$ cat src/rtl/core/sv39ptw_pkg.sv
// Shared types and constants of the Sv39 page table walker.
// Holds the input and result word layouts and the entry bit positions.
// Depends on nothing.
package sv39ptw_pkg;

  typedef enum logic {
    CMD_TRANSLATE = 1'b0,
    CMD_ENTRY     = 1'b1
  } cmd_e;

  typedef enum logic [1:0] {
    KIND_READ  = 2'd0,
    KIND_DONE  = 2'd1,
    KIND_FAULT = 2'd2
  } kind_e;

  localparam int unsigned RootW  = 44;
  localparam int unsigned VaW    = 39;
  localparam int unsigned PteW   = 64;
  localparam int unsigned RaddrW = 56;
  localparam int unsigned PaddrW = 57;

  localparam int unsigned PteValid = 0;
  localparam int unsigned PteRead  = 1;
  localparam int unsigned PteWrite = 2;
  localparam int unsigned PteExec  = 3;
  localparam int unsigned PpnLo    = 10;
  localparam int unsigned PpnHi    = 53;

  localparam logic [1:0] LevelRoot = 2'd3;
  localparam logic [1:0] LevelMid  = 2'd2;
  localparam logic [1:0] LevelLeaf = 2'd1;

  typedef struct packed {
    cmd_e                  command;
    logic [VaW-1:0]        virt_addr;
    logic [PteW-1:0]       entry_data;
  } in_word_t;

  typedef struct packed {
    kind_e                 kind;
    logic [RaddrW-1:0]     read_addr;
    logic [PaddrW-1:0]     phys_addr;
    logic [1:0]            page_level;
  } out_word_t;

endpackage

$ cat src/rtl/core/sv39ptw_walk.sv
// Walk state and the single step of the Sv39 translation.
// Depends on sv39ptw_pkg for the word layouts and entry bit positions.
module sv39ptw_walk (
  input  logic                          clk_i,
  input  logic                          rst_ni,
  input  logic                          step_i,
  input  sv39ptw_pkg::in_word_t         word_i,
  input  logic [sv39ptw_pkg::RootW-1:0] root_ppn_i,
  output logic                          res_valid_o,
  output sv39ptw_pkg::out_word_t        res_o
);

  logic                        busy_q, busy_d;
  logic [1:0]                  level_q, level_d;
  logic [sv39ptw_pkg::VaW-1:0] va_q, va_d;

  logic [1:0]                     lvl;
  logic [1:0]                     next_lvl;
  logic [sv39ptw_pkg::RaddrW-1:0] base;
  logic [sv39ptw_pkg::RaddrW-1:0] table_base;
  logic [sv39ptw_pkg::VaW-1:0]    va;
  logic [8:0]                     idx;
  logic [29:0]                    offset;
  logic                           is_leaf;

  always_ff @(posedge clk_i or negedge rst_ni) begin
    if (!rst_ni) begin
      busy_q  <= 1'b0;
      level_q <= sv39ptw_pkg::LevelRoot;
      va_q    <= '0;
    end else if (step_i) begin
      busy_q  <= busy_d;
      level_q <= level_d;
      va_q    <= va_d;
    end
  end

  always_comb begin
    lvl        = (level_q == 2'd0) ? sv39ptw_pkg::LevelLeaf : level_q;
    next_lvl   = lvl - 2'd1;
    base       = {word_i.entry_data[sv39ptw_pkg::PpnHi:sv39ptw_pkg::PpnLo], 12'b0};
    is_leaf    = word_i.entry_data[sv39ptw_pkg::PteRead]
              || word_i.entry_data[sv39ptw_pkg::PteWrite]
              || word_i.entry_data[sv39ptw_pkg::PteExec]
              || (lvl == sv39ptw_pkg::LevelLeaf);
    va         = va_q;
    table_base = base;
    idx        = va_q[20:12];

    case (lvl)
      sv39ptw_pkg::LevelRoot: offset = va_q[29:0];
      sv39ptw_pkg::LevelMid:  offset = {9'b0, va_q[20:0]};
      default:                offset = {18'b0, va_q[11:0]};
    endcase

    busy_d      = busy_q;
    level_d     = level_q;
    va_d        = va_q;
    res_valid_o = 1'b0;
    res_o       = '0;

    if (word_i.command == sv39ptw_pkg::CMD_TRANSLATE) begin
      if (!busy_q) begin
        va         = word_i.virt_addr;
        table_base = {root_ppn_i, 12'b0};
        idx        = word_i.virt_addr[38:30];
        busy_d     = 1'b1;
        level_d    = sv39ptw_pkg::LevelRoot;
        va_d       = word_i.virt_addr;
        res_valid_o      = 1'b1;
        res_o.kind       = sv39ptw_pkg::KIND_READ;
        res_o.read_addr  = {table_base[sv39ptw_pkg::RaddrW-1:12], idx, 3'b0};
        res_o.page_level = sv39ptw_pkg::LevelRoot;
      end
    end else if (busy_q) begin
      res_valid_o = 1'b1;
      if (!word_i.entry_data[sv39ptw_pkg::PteValid]) begin
        busy_d           = 1'b0;
        level_d          = sv39ptw_pkg::LevelRoot;
        res_o.kind       = sv39ptw_pkg::KIND_FAULT;
        res_o.page_level = lvl;
      end else if (is_leaf) begin
        busy_d           = 1'b0;
        level_d          = sv39ptw_pkg::LevelRoot;
        res_o.kind       = sv39ptw_pkg::KIND_DONE;
        res_o.phys_addr  = {1'b0, base} + {27'b0, offset};
        res_o.page_level = lvl;
      end else begin
        idx              = (next_lvl == sv39ptw_pkg::LevelMid) ? va[29:21] : va[20:12];
        level_d          = next_lvl;
        res_o.kind       = sv39ptw_pkg::KIND_READ;
        res_o.read_addr  = {table_base[sv39ptw_pkg::RaddrW-1:12], idx, 3'b0};
        res_o.page_level = next_lvl;
      end
    end
  end

endmodule

$ cat src/rtl/core/sv39_page_table_walker_core.sv
// Top level of the Sv39 page table walker: input register, walk step, result register.
// Depends on sv39ptw_pkg and sv39ptw_walk.
//
//   Channel   Direction  Handshake                 Word
//   input     in         in_valid_i / in_ready_o   in_word_i  (in_word_t)
//   result    out        out_valid_o / out_ready_i out_word_o (out_word_t)
//   config    in         cfg_we_i                  cfg_wdata_i (root page number)
//
// One word is accepted every cycle unless a result waits on a full, stalled output register.
// The walk step is one pass of mask, select and add logic between the two registers.
// Reset clears the walk to idle at the root level and the root page number to zero.
// A stalled result holds in the output register while the input register still drains
// words that produce no result.
module sv39_page_table_walker_core (
  input  logic                          clk_i,
  input  logic                          rst_ni,
  input  logic                          in_valid_i,
  output logic                          in_ready_o,
  input  sv39ptw_pkg::in_word_t         in_word_i,
  output logic                          out_valid_o,
  input  logic                          out_ready_i,
  output sv39ptw_pkg::out_word_t        out_word_o,
  input  logic                          cfg_we_i,
  input  logic [sv39ptw_pkg::RootW-1:0] cfg_wdata_i
);

  logic [sv39ptw_pkg::RootW-1:0] root_q;
  logic                          in_valid_q;
  sv39ptw_pkg::in_word_t         in_q;
  logic                          out_valid_q;
  sv39ptw_pkg::out_word_t        out_q;

  logic                          res_valid;
  sv39ptw_pkg::out_word_t        res;
  logic                          out_load;
  logic                          step;

  assign out_load    = !out_valid_q || out_ready_i;
  assign step        = in_valid_q && (!res_valid || out_load);
  assign in_ready_o  = !in_valid_q || step;
  assign out_valid_o = out_valid_q;
  assign out_word_o  = out_q;

  sv39ptw_walk u_walk (
    .clk_i       (clk_i),
    .rst_ni      (rst_ni),
    .step_i      (step),
    .word_i      (in_q),
    .root_ppn_i  (root_q),
    .res_valid_o (res_valid),
    .res_o       (res)
  );

  always_ff @(posedge clk_i or negedge rst_ni) begin
    if (!rst_ni) begin
      root_q <= '0;
    end else if (cfg_we_i) begin
      root_q <= cfg_wdata_i;
    end
  end

  always_ff @(posedge clk_i or negedge rst_ni) begin
    if (!rst_ni) begin
      in_valid_q <= 1'b0;
    end else if (in_valid_i && in_ready_o) begin
      in_valid_q <= 1'b1;
    end else if (step) begin
      in_valid_q <= 1'b0;
    end
  end

  always_ff @(posedge clk_i) begin
    if (in_valid_i && in_ready_o) begin
      in_q <= in_word_i;
    end
  end

  always_ff @(posedge clk_i or negedge rst_ni) begin
    if (!rst_ni) begin
      out_valid_q <= 1'b0;
    end else if (step && res_valid) begin
      out_valid_q <= 1'b1;
    end else if (out_ready_i) begin
      out_valid_q <= 1'b0;
    end
  end

  always_ff @(posedge clk_i) begin
    if (step && res_valid) begin
      out_q <= res;
    end
  end

endmodule

$ cat config.mk
export PLATFORM = sky130hd
export DESIGN_NAME = sv39_page_table_walker_core
export DESIGN_NICKNAME = d
export VERILOG_FILES = /design/src/rtl/core/sv39ptw_pkg.sv /design/src/rtl/core/sv39ptw_walk.sv /design/src/rtl/core/sv39_page_table_walker_core.sv
export SDC_FILE = /design/constraint.sdc
export NUM_CORES = 1
export LEC_CHECK = 0
export ABC_AREA = 1
export BUFFER_PORTS_ARGS = -buffer_cell sky130_fd_sc_hd__buf_2
export CORE_UTILIZATION = 25
export CTS_BUF_LIST = sky130_fd_sc_hd__clkbuf_8
export DETAILED_ROUTE_END_ITERATION = 8
export HOLD_SLACK_MARGIN = 0.05
export PLACE_DENSITY = 0.43
export SLEW_MARGIN = 0
export SYNTH_ARGS = -nofsm -noshare
export SYNTH_HDL_FRONTEND = slang
export SYNTH_HIERARCHICAL = 1
export SYNTH_SLANG_ARGS = --single-unit
export TNS_END_PERCENT = 100
$ cat constraint.sdc
create_clock -name clk_i -period 6.2 [get_ports clk_i]
set_input_delay 0.62 -clock clk_i [delete_from_list [all_inputs] [get_ports clk_i]]
set_output_delay 0.62 -clock clk_i [all_outputs]
set_load 0.01 [all_outputs]
**Word-level counts from Yosys, hierarchy flattened**

Cells that the tools add are included.

- Bits in registers: 290
- Output and inout port bits: 119
- Word-level logic and storage cells: 72

- Add/subtract/negate cells: 2
- Equal/unequal tests: 6
- Multiplexer cells: 31
- Bitwise logic cells: 2
- Reduce and logical (&&, ||, !) cells: 18

Operator list:

| operator | count |
|---|---|
| 117-bit two-way mux | 1 |
| 113-bit two-way mux | 1 |
| 56-bit two-way mux | 2 |
| 30-bit one-hot mux with 2 select lines | 1 |
| 58-bit two-way mux | 1 |
| 56-bit by 30-bit adder with 57-bit output | 1 |
| 57-bit two-way mux | 1 |
| 2-bit two-way mux | 11 |
| 1-bit two-way mux | 12 |
| 9-bit two-way mux | 1 |
| 2-bit == test (second input constant) | 3 |
| 1-bit logical OR | 6 |
| 3-bit AND reduction | 2 |
| 4-bit AND reduction | 1 |
| 2-bit nonzero test | 2 |
| 1-bit logical AND | 3 |
| 1-bit zero test | 3 |
| 2-bit by 1-bit == test with 1-bit output (second input constant) | 1 |
| 2-bit zero test | 1 |
| 2-bit by 1-bit != test with 1-bit output (second input constant) | 1 |
| 2-bit != test (second input constant) | 1 |
| 1-bit inverter | 2 |
| 2-bit by 1-bit subtractor with 2-bit output (second input constant) | 1 |

**Depth between registers and ports, before layout**

Gate-level depths: netlist (run 1).

- Depth after elaboration: 9
- Mapped depth: 17
- Gate-level depth less buffers: 15

**Modules after synthesis**

The synthesis (run 1) kept the hierarchy.

Modules (own cells, without submodules):

| module | instances | cells an instance | area an instance (sq um) | seq. area each (sq um) |
|---|---|---|---|---|
| sv39_page_table_walker_core | 1 | 422 | 8,495.6 | 7,787.5 |
| sv39ptw_walk | 1 | 906 | 4,825.9 | 828.3 |

**Worst setup path before layout (run 1)**

Ideal clock, no wire load.

- Path kind: register to register
- From: register u_walk.busy_q
- To: register out_q, in the netlist out_word_o[0] (enable)
- Library setup time: 0.470 ns
- Arrival: 3.761 ns
- Setup slack: 1.968 ns
- Cell stages (with the launch flop): 8
- Clock period less this slack: 4.232 ns
- Cells stage by stage: dfrtp_1 inv_1 clkbuf_1 clkbuf_1 ha_1 inv_1 nand3_1 inv_1

- Cells in the longest elaborated chain, start to end: 6
- Elaborated cells between the ends (all ways): 7
- Classes of those cells: mux (3); reduce/logical (4)

RTL lines:

| what | line | RTL |
|---|---|---|
| from (decl) | sv39ptw_walk.sv:13 | `logic busy_q, busy_d;` |
| from (signal assigned) | sv39ptw_walk.sv:32 | `busy_q <= busy_d;` |
| 1-bit two-way mux (on tied branches) | sv39ptw_walk.sv:63, sv39ptw_walk.sv:75 |  |
| 1-bit two-way mux (*) | sv39ptw_walk.sv:62 | `if (word_i.command == sv39ptw_pkg::CMD_TRANSLATE) begin` |
| named net res_valid | sv39_page_table_walker_core.sv:33 | `logic res_valid;` |
| 1-bit zero test | sv39_page_table_walker_core.sv:39 | `assign step = in_valid_q && (!res_valid \|\| out_load);` |
| 1-bit logical OR | sv39_page_table_walker_core.sv:39 |  |
| 1-bit logical AND | sv39_page_table_walker_core.sv:39 |  |
| 1-bit logical AND (*) | sv39_page_table_walker_core.sv:89 | `if (step && res_valid) begin` |
| to (signal assigned) | sv39_page_table_walker_core.sv:90 | `out_q <= res;` |
| to (decl) | sv39_page_table_walker_core.sv:31 | `sv39ptw_pkg::out_word_t out_q;` |

The timed path passes the listed nets; every way through them passes the cells marked *.
A chain may end at the register's enable or synchronous reset.

**Worst setup path after layout (run 1)**

- From: register u_walk.level_q[1]
- To: register out_q, in the netlist out_word_o[57] (data pin)

- Cells in the longest elaborated chain, start to end: 5
- Elaborated cells between the ends (all ways): 9
- Classes of those cells: add/sub (1); eq/ne (3); mux (2); reduce/logical (3)

RTL lines:

| what | line | RTL |
|---|---|---|
| from (decl) | sv39ptw_walk.sv:14 | `logic [1:0] level_q, level_d;` |
| from (signal assigned) | sv39ptw_walk.sv:29 | `level_q <= sv39ptw_pkg::LevelRoot;` |
| from (signal assigned) | sv39ptw_walk.sv:33 | `level_q <= level_d;` |
| 2-bit zero test | sv39ptw_walk.sv:39 | `lvl = (level_q == 2'd0) ? sv39ptw_pkg::LevelLeaf : level_q;` |
| 2-bit two-way mux (*) | sv39ptw_walk.sv:39 |  |
| 2-bit == test / 2-bit by 1-bit == test with 1-bit output (equally long branches) | sv39ptw_walk.sv:50, sv39ptw_walk.sv:45 |  |
| 30-bit one-hot mux with 2 select lines / 1-bit logical OR (equally long branches) | sv39ptw_walk.sv:50, sv39ptw_walk.sv:45 |  |
| 56-bit by 30-bit adder with 57-bit output / 4-bit AND reduction (equally long branches) | -- |  |

Mark *: on every way between the ends. The rest lies on a longest branch, timed or not.

==> metrics.cfg, run 1 <==
[status]
status=complete, no violations

[die]
initial_core_util_pct=25.49
io_pins=272
fp.dieW_um=228.6
fp.coreArea_mm2=0.05038
core.rowCount=82
die_area_mm2=0.05227
die_y_um=228.6

[worst_setup_path]
crit_family=simple AND/OR/NAND/NOR gates
cp_common_cell=nand2_1
crit_start=u_walk/level_q[1]
crit_path_start_kind=flop
worst-path-buf-inv=2
r2r-start=u_walk/level_q[1]
slowest_delay_ps=690
path_max_fanout=29
critPathKind=reg -> reg
required_ps=6580
crit_chain=nand2_1, nor2_1, ha_1, nand2_1, inv_1, nand2_1, nor2_1, nand4_1, nand3_1, nand4_1, nand3_1, inv_1
endpoint_kind=flop
reg2reg_to=out_word_o[57]
cp_slowest_cell=dfstp_2
cp.arrival_ps=4110
r2r_cells=12
r2r_slack_ps=2460

[final_layout]
syn_to_final_growth_pct=23.50
multi_input_area_mm2=0.003785
antennaDiodeCount=0
drive_above_1_share_pct=22.70
final_cells=2302
nets=1760
fillCellCount=5320
regArea_mm2=0.008135
layout_common_cells=nand2_1 (295), buf_2 (254), edfxtp_1 (205)
mostFrequentLayoutCell=nand2_1

[hold_path]
hold_path_end=in_q[33]
hold_depth=1
holdCritPathClass=in -> reg
hp-start=in_word_i[33]

[timing]
tightest_slew_ps=1058
hold_violations=0
fin_crit_sh_pct=60.28
worst_hold_slack_ps=169.4
fmax_ghz=0.2676
worst_slack_ps=2463
rsz0062_at_grt=false
maxSlewHeadroom_pct=29.23
final.setup.tns_ps=0
layout_min_cycle_time_ps=3737
slew_viol_final=0
fin_worst_skew_ps=18.25
setup_viol_count_final=0

[global_routing]
grt.total_usage_pct=16.04
grt_pass1_vias=9848
overflow=0
grt_pass1_wl_mm=62.20
grt_start_max_net_pins=89
antenna_found_initial=9

[power_and_ir_drop]
ir_worst_vdd_v=0.0001573
leakagePower_nw=7.248
power_mw=5.608
p_per_area_mw_per_mm2=353.6

[detailed_routing]
wl_per_cell_um=18.50
drc=0
antenna_left=0
via_per_inst=4.329
routed_wl_mm=42.59
vias=9965
drt_iter0_drc=644
dr.pass1.iters=5

[clock_tree]
ctsLongestPathBuffers=3
tritoncts=yes
worst_skew_pair.late_latency_ps=620
h-tree-depth=2
numCtsBuffers=52
cts_resized=0
cts_sinks=284
root_buffer=clkbuf_8
clk_pin_slew_ps=70

[flow_run]
cap_violations=0

[synthesis]
yosysWarnings=6
synthesis.area_mm2=0.01284
synthCells=1312
syn_avg_cell_area_um2=9.787

[placed_design]
portBuffers=255
pre_cts_slack_ps=2498
gp_congestion=0.8938
dpl.hpwl_mm=29.66
dp_cells=2203

[through the flow]
step / util [%] / area (um2)
floorplan: - / 12850
CTS: 31.48 / 15860
finish: 31.48 / 15860
global placement: 29.41 / 14810
global route: 31.48 / 15860
detailed placement: 29.41 / 14810
[layer usage]
| layer | wire length [um] | vias to the layer above | GRT usage, % |
|---|---|---|---|
| met5 | 99 | - | 0 |
| met4 | 1060 | 16 | 4.866 |
| met3 | 2644 | 89 | 4.516 |
| met2 | 19540 | 273 | 25.61 |
| met1 | 19240 | 4681 | 20.98 |
| li1 | - | 4906 | - |
[registers in the layout (all words and copies together) (netlist names)]
signal	cells
out_word_o	117
u_walk/level_q	2
root_q	44
u_walk/va_q	30
u_walk/busy_q	1
out_valid_o	1
in_q	88
in_valid_q	1
[where the power goes]
part / internal (mW) / switching (mW) / total [mW]
Sequential: 2.36 / 0.119 / 2.47
Clock: 0.956 / 0.835 / 1.79
Combinational: 0.393 / 0.948 / 1.34
Total: 3.71 / 1.90 / 5.61
[how the worst max path moves through the flow]
stage / slack, ps / depth (start not counted) / end
3_5_place_dp: 2500 / 12 / out_word_o[57]
3_3_place_gp: 2580 / 12 / out_word_o[57]
2_1_floorplan: 1970 / 7 / out_word_o[0]
5_1_grt: 2110 / 12 / out_word_o[57]
6_report: 2460 / 12 / out_word_o[57]
4_1_cts: 2480 / 12 / out_word_o[57]
[final cells by class]
type / count / share of cell area [%]
clock inverters: 39 / 1.404
multi-input cells: 797 / 23.87
flip-flops and latches: 284 / 51.30
well taps: 672 / 5.302
clock buffers: 59 / 5.120
inverters: 185 / 4.410
repair buffers: 266 / 8.600
[timing repair]
action                                 CTS  global route
buffers inserted                         0             0
hold buffers                             1             0
setup endpoints to repair                0             0
endpoints found under the hold margin   19             0
Note: power is estimated with default switching activity, not from simulation.
==> inputs of run 2 (changes only) <==
--- a/config.mk
+++ b/config.mk
@@ -5,13 +5,13 @@
 export SDC_FILE = /design/constraint.sdc
 export NUM_CORES = 1
 export LEC_CHECK = 0
-export ABC_AREA = 1
+export ABC_AREA = 0
 export BUFFER_PORTS_ARGS = -buffer_cell sky130_fd_sc_hd__buf_2
 export CORE_UTILIZATION = 25
 export CTS_BUF_LIST = sky130_fd_sc_hd__clkbuf_8
 export DETAILED_ROUTE_END_ITERATION = 8
 export HOLD_SLACK_MARGIN = 0.05
-export PLACE_DENSITY = 0.43
+export PLACE_DENSITY = 0.44
 export SLEW_MARGIN = 0
 export SYNTH_ARGS = -nofsm -noshare
 export SYNTH_HDL_FRONTEND = slang
==> constraint.sdc (replaced) <==
create_clock -name clk_i -period 3.15 [get_ports clk_i]
set_input_delay 0.315 -clock clk_i [delete_from_list [all_inputs] [get_ports clk_i]]
set_output_delay 0.315 -clock clk_i [all_outputs]
set_load 0.01 [all_outputs]
==> run 2 against run 1 <==
Compared with the run above:
- non-clock buffer count grew 163
- clock-buffer cell count grew 4
- flip-flop and latch count is the same
- critical endpoint is now out_word_o[52]
- clock power grew 94%
- hold slack gained 110 ps
- critical path type unchanged
- sequential power grew 100%
- maximum frequency grew 24%
- via count shrank 12%
- register-to-register slack lost 2300 ps
- first-iteration DRC count shrank 37%
- die area shrank 4.8%
==> metrics.cfg, run 2 <==
[timing]
layout_min_cycle_time_ps=3004  ; -733.7 ps
final.setup.tns_ps=0  ; unchanged
slew_viol_final=0  ; unchanged
worst_slack_ps=146.5  ; -2316 ps
setup_viol_count_final=0  ; unchanged
fin_crit_sh_pct=95.35  ; +35 points
fmax_ghz=0.3329  ; +24%
maxSlewHeadroom_pct=57.71  ; +28 points
tightest_slew_ps=631.5  ; -426.3 ps
hold_violations=0  ; unchanged
rsz0062_at_grt=true
fin_worst_skew_ps=22.26  ; +4.011 ps

[worst_setup_path]
cp.arrival_ps=3480  ; -630 ps
cp_common_cell=buf_4
slowest_delay_ps=550  ; -140 ps
crit_chain=buf_4, and2_1, ha_1, buf_4, nand2_1, o211ai_1, a41o_2, o31ai_4, buf_12, or4_1, a21oi_2
crit_family=simple AND/OR/NAND/NOR gates
cp_slowest_cell=dfstp_2
crit_path_start_kind=flop
worst-path-buf-inv=3  ; +1
critPathKind=reg -> reg
required_ps=3630  ; -2950 ps
endpoint_kind=flop
path_max_fanout=22  ; -24%

[synthesis]
yosysWarnings=6  ; unchanged
syn_avg_cell_area_um2=14.52  ; +48%
synthCells=841  ; -36%
synthesis.area_mm2=0.01221  ; -4.9%

[final_layout]
multi_input_area_mm2=0.003877  ; +2.4%
nets=1454  ; -17%
largest_reg_flops=117  ; unchanged
finalCoreUtilization_pct=35.23  ; +3.8 points
regArea_mm2=0.008135  ; unchanged
layout_common_cells=buf_2 (253), edfxtp_1 (205), dlygate4sd3_1 (136)
syn_to_final_growth_pct=38.33
mostFrequentLayoutCell=buf_2
fillCellCount=4737  ; -11%
drive_above_1_share_pct=35.30  ; +13 points

[power_and_ir_drop]
ir_worst_vdd_v=0.0003641  ; +130%
power_frac_seq_pct=41.9  ; -2.2 points
leakagePower_nw=6.953  ; -4.1%
switchingPower_mw=3.778  ; +99%
intPower_mw=8.077  ; +120%
p_sw_share_pct=31.87  ; -2.0 points
power_mw=11.85  ; +110%
p_per_area_mw_per_mm2=701.7  ; +98%
p_comb_share_pct=28.9  ; +5.0 points
power_frac_clock_pct=29.3  ; -2.7 points

[flow_run]
cap_violations=0  ; unchanged

[clock_tree]
h-tree-depth=2  ; unchanged
tritoncts=yes
numCtsBuffers=52  ; unchanged
ctsLongestPathBuffers=3  ; unchanged
worst_skew_pair.late_latency_ps=620  ; about the same
cts_sinks=284  ; unchanged
clk_pin_slew_ps=60  ; about the same
root_buffer=clkbuf_8

[detailed_routing]
wl_per_cell_um=18.82  ; +1.7%
routed_wl_mm=36.51  ; -14%
antenna_left=0  ; unchanged
drt_iter0_drc=403  ; -37%
vias=8781  ; -12%
drc=0  ; unchanged
via_per_inst=4.526  ; +4.6%
dr.pass1.iters=5  ; unchanged

[global_routing]
overflow=0  ; unchanged
grt_start_max_net_pins=80  ; -10%
grt.total_usage_pct=14.63  ; -1.4 points
antenna_found_initial=2  ; -7
grt_pass1_wl_mm=54.59  ; -12%
grt_pass1_vias=8834  ; -10%

[die]
io_pins=272  ; unchanged
initial_core_util_pct=25.47  ; about the same
die_area_mm2=0.04974  ; -4.8%
fp.dieW_um=223.0  ; -2.5%
core.rowCount=80  ; -2.4%
fp.coreArea_mm2=0.04795  ; -4.8%
die_y_um=223.0  ; -2.5%

[placed_design]
portBuffers=255  ; unchanged
gp_congestion=0.8148  ; -8.8%
pre_cts_slack_ps=-49.50  ; -2548 ps
dpl.hpwl_mm=24.86  ; -16%

[status]
status=complete, no violations

[hold_path]
holdCritPathClass=in -> async

run 2: layout make-up:
| cell class | count | share of cell area, % |
|---|---|---|
| flip-flops and latches | 284 | 48.16 |
| multi-input cells | 501 | 22.95 |
| repair buffers | 429 | 17.92 |
| clock buffers | 63 | 5.133 |
| well taps | 615 | 4.555 |
| clock inverters | 34 | 0.9850 |
| inverters | 12 | 0.2666 |
| diodes | 2 | 0.02963 |
run 2: tightest hold or removal path: stages:
cell,delay [ps]
dlygate4sd3_1,530
buf_4,110
buf_12,360
run 2: per-stage QoR:
| stage | cells | instance area (um2) | hold slack [ps] |
|---|---|---|---|
| 3_5_place_dp | 1701 | 14380 | 411.5 |
| 5_1_grt | 1939 | 16890 | 258.1 |
| 2_1_floorplan | 843 | 12240 | 19.41 |
| 4_1_cts | 1934 | 16800 | 239.3 |
| 3_3_place_gp | 1701 | 14380 | 415.8 |
| 6_report | 1940 | 16890 | 281.8 |
run 2: power by group through the flow:
stage | logic (mW) | registers [mW] | clock network [mW]
detailed placement | 3.19 | 5.04 | 0
floorplan | 1.92 | 5.07 | 0
CTS | 3.36 | 4.97 | 3.62
global placement | 3.18 | 5.03 | 0
global route | 3.74 | 5.03 | 3.80
finish | 3.42 | 4.96 | 3.47
run 2: worst paths after layout:
| check | start | endpoint | slack [ps] | depth (start not counted) |
|---|---|---|---|---|
| worst max register to register | u_walk/level_q[1] | out_word_o[52] | 150 | 11 |
| min in group clk_i | cfg_we_i | root_q[34] | 300 | 2 |
| worst max-delay path | u_walk/level_q[1] | out_word_o[52] | 150 | 11 |
| worst min-delay path | rst_ni | root_q[4] | 280 | 3 |
| max in group asynchronous | rst_ni | root_q[39] | 2430 | 3 |
| worst min register to register | in_q[74] | u_walk/va_q[10] | 470 | 1 |
run 2: layer usage:
metal  vias up  global-route usage, %  part of all wire, %
met4         2                  4.694                  2.0
met3        57                  3.003                  4.9
met5         -                      0                0.036
met1      4369                  20.28                   47
li1       4108                      -                    -
met2       245                  22.77                   46
run 2: what timing repair did:
item                                    in CTS  in global routing
pin swaps                                    1                  3
hold buffers                               136                  0
gates resized for setup                      4                 13
setup buffers                                0                  4
endpoints found under the hold margin      211                  0
cloned                                       0                  0
endpoints found under the setup margin       5                 10
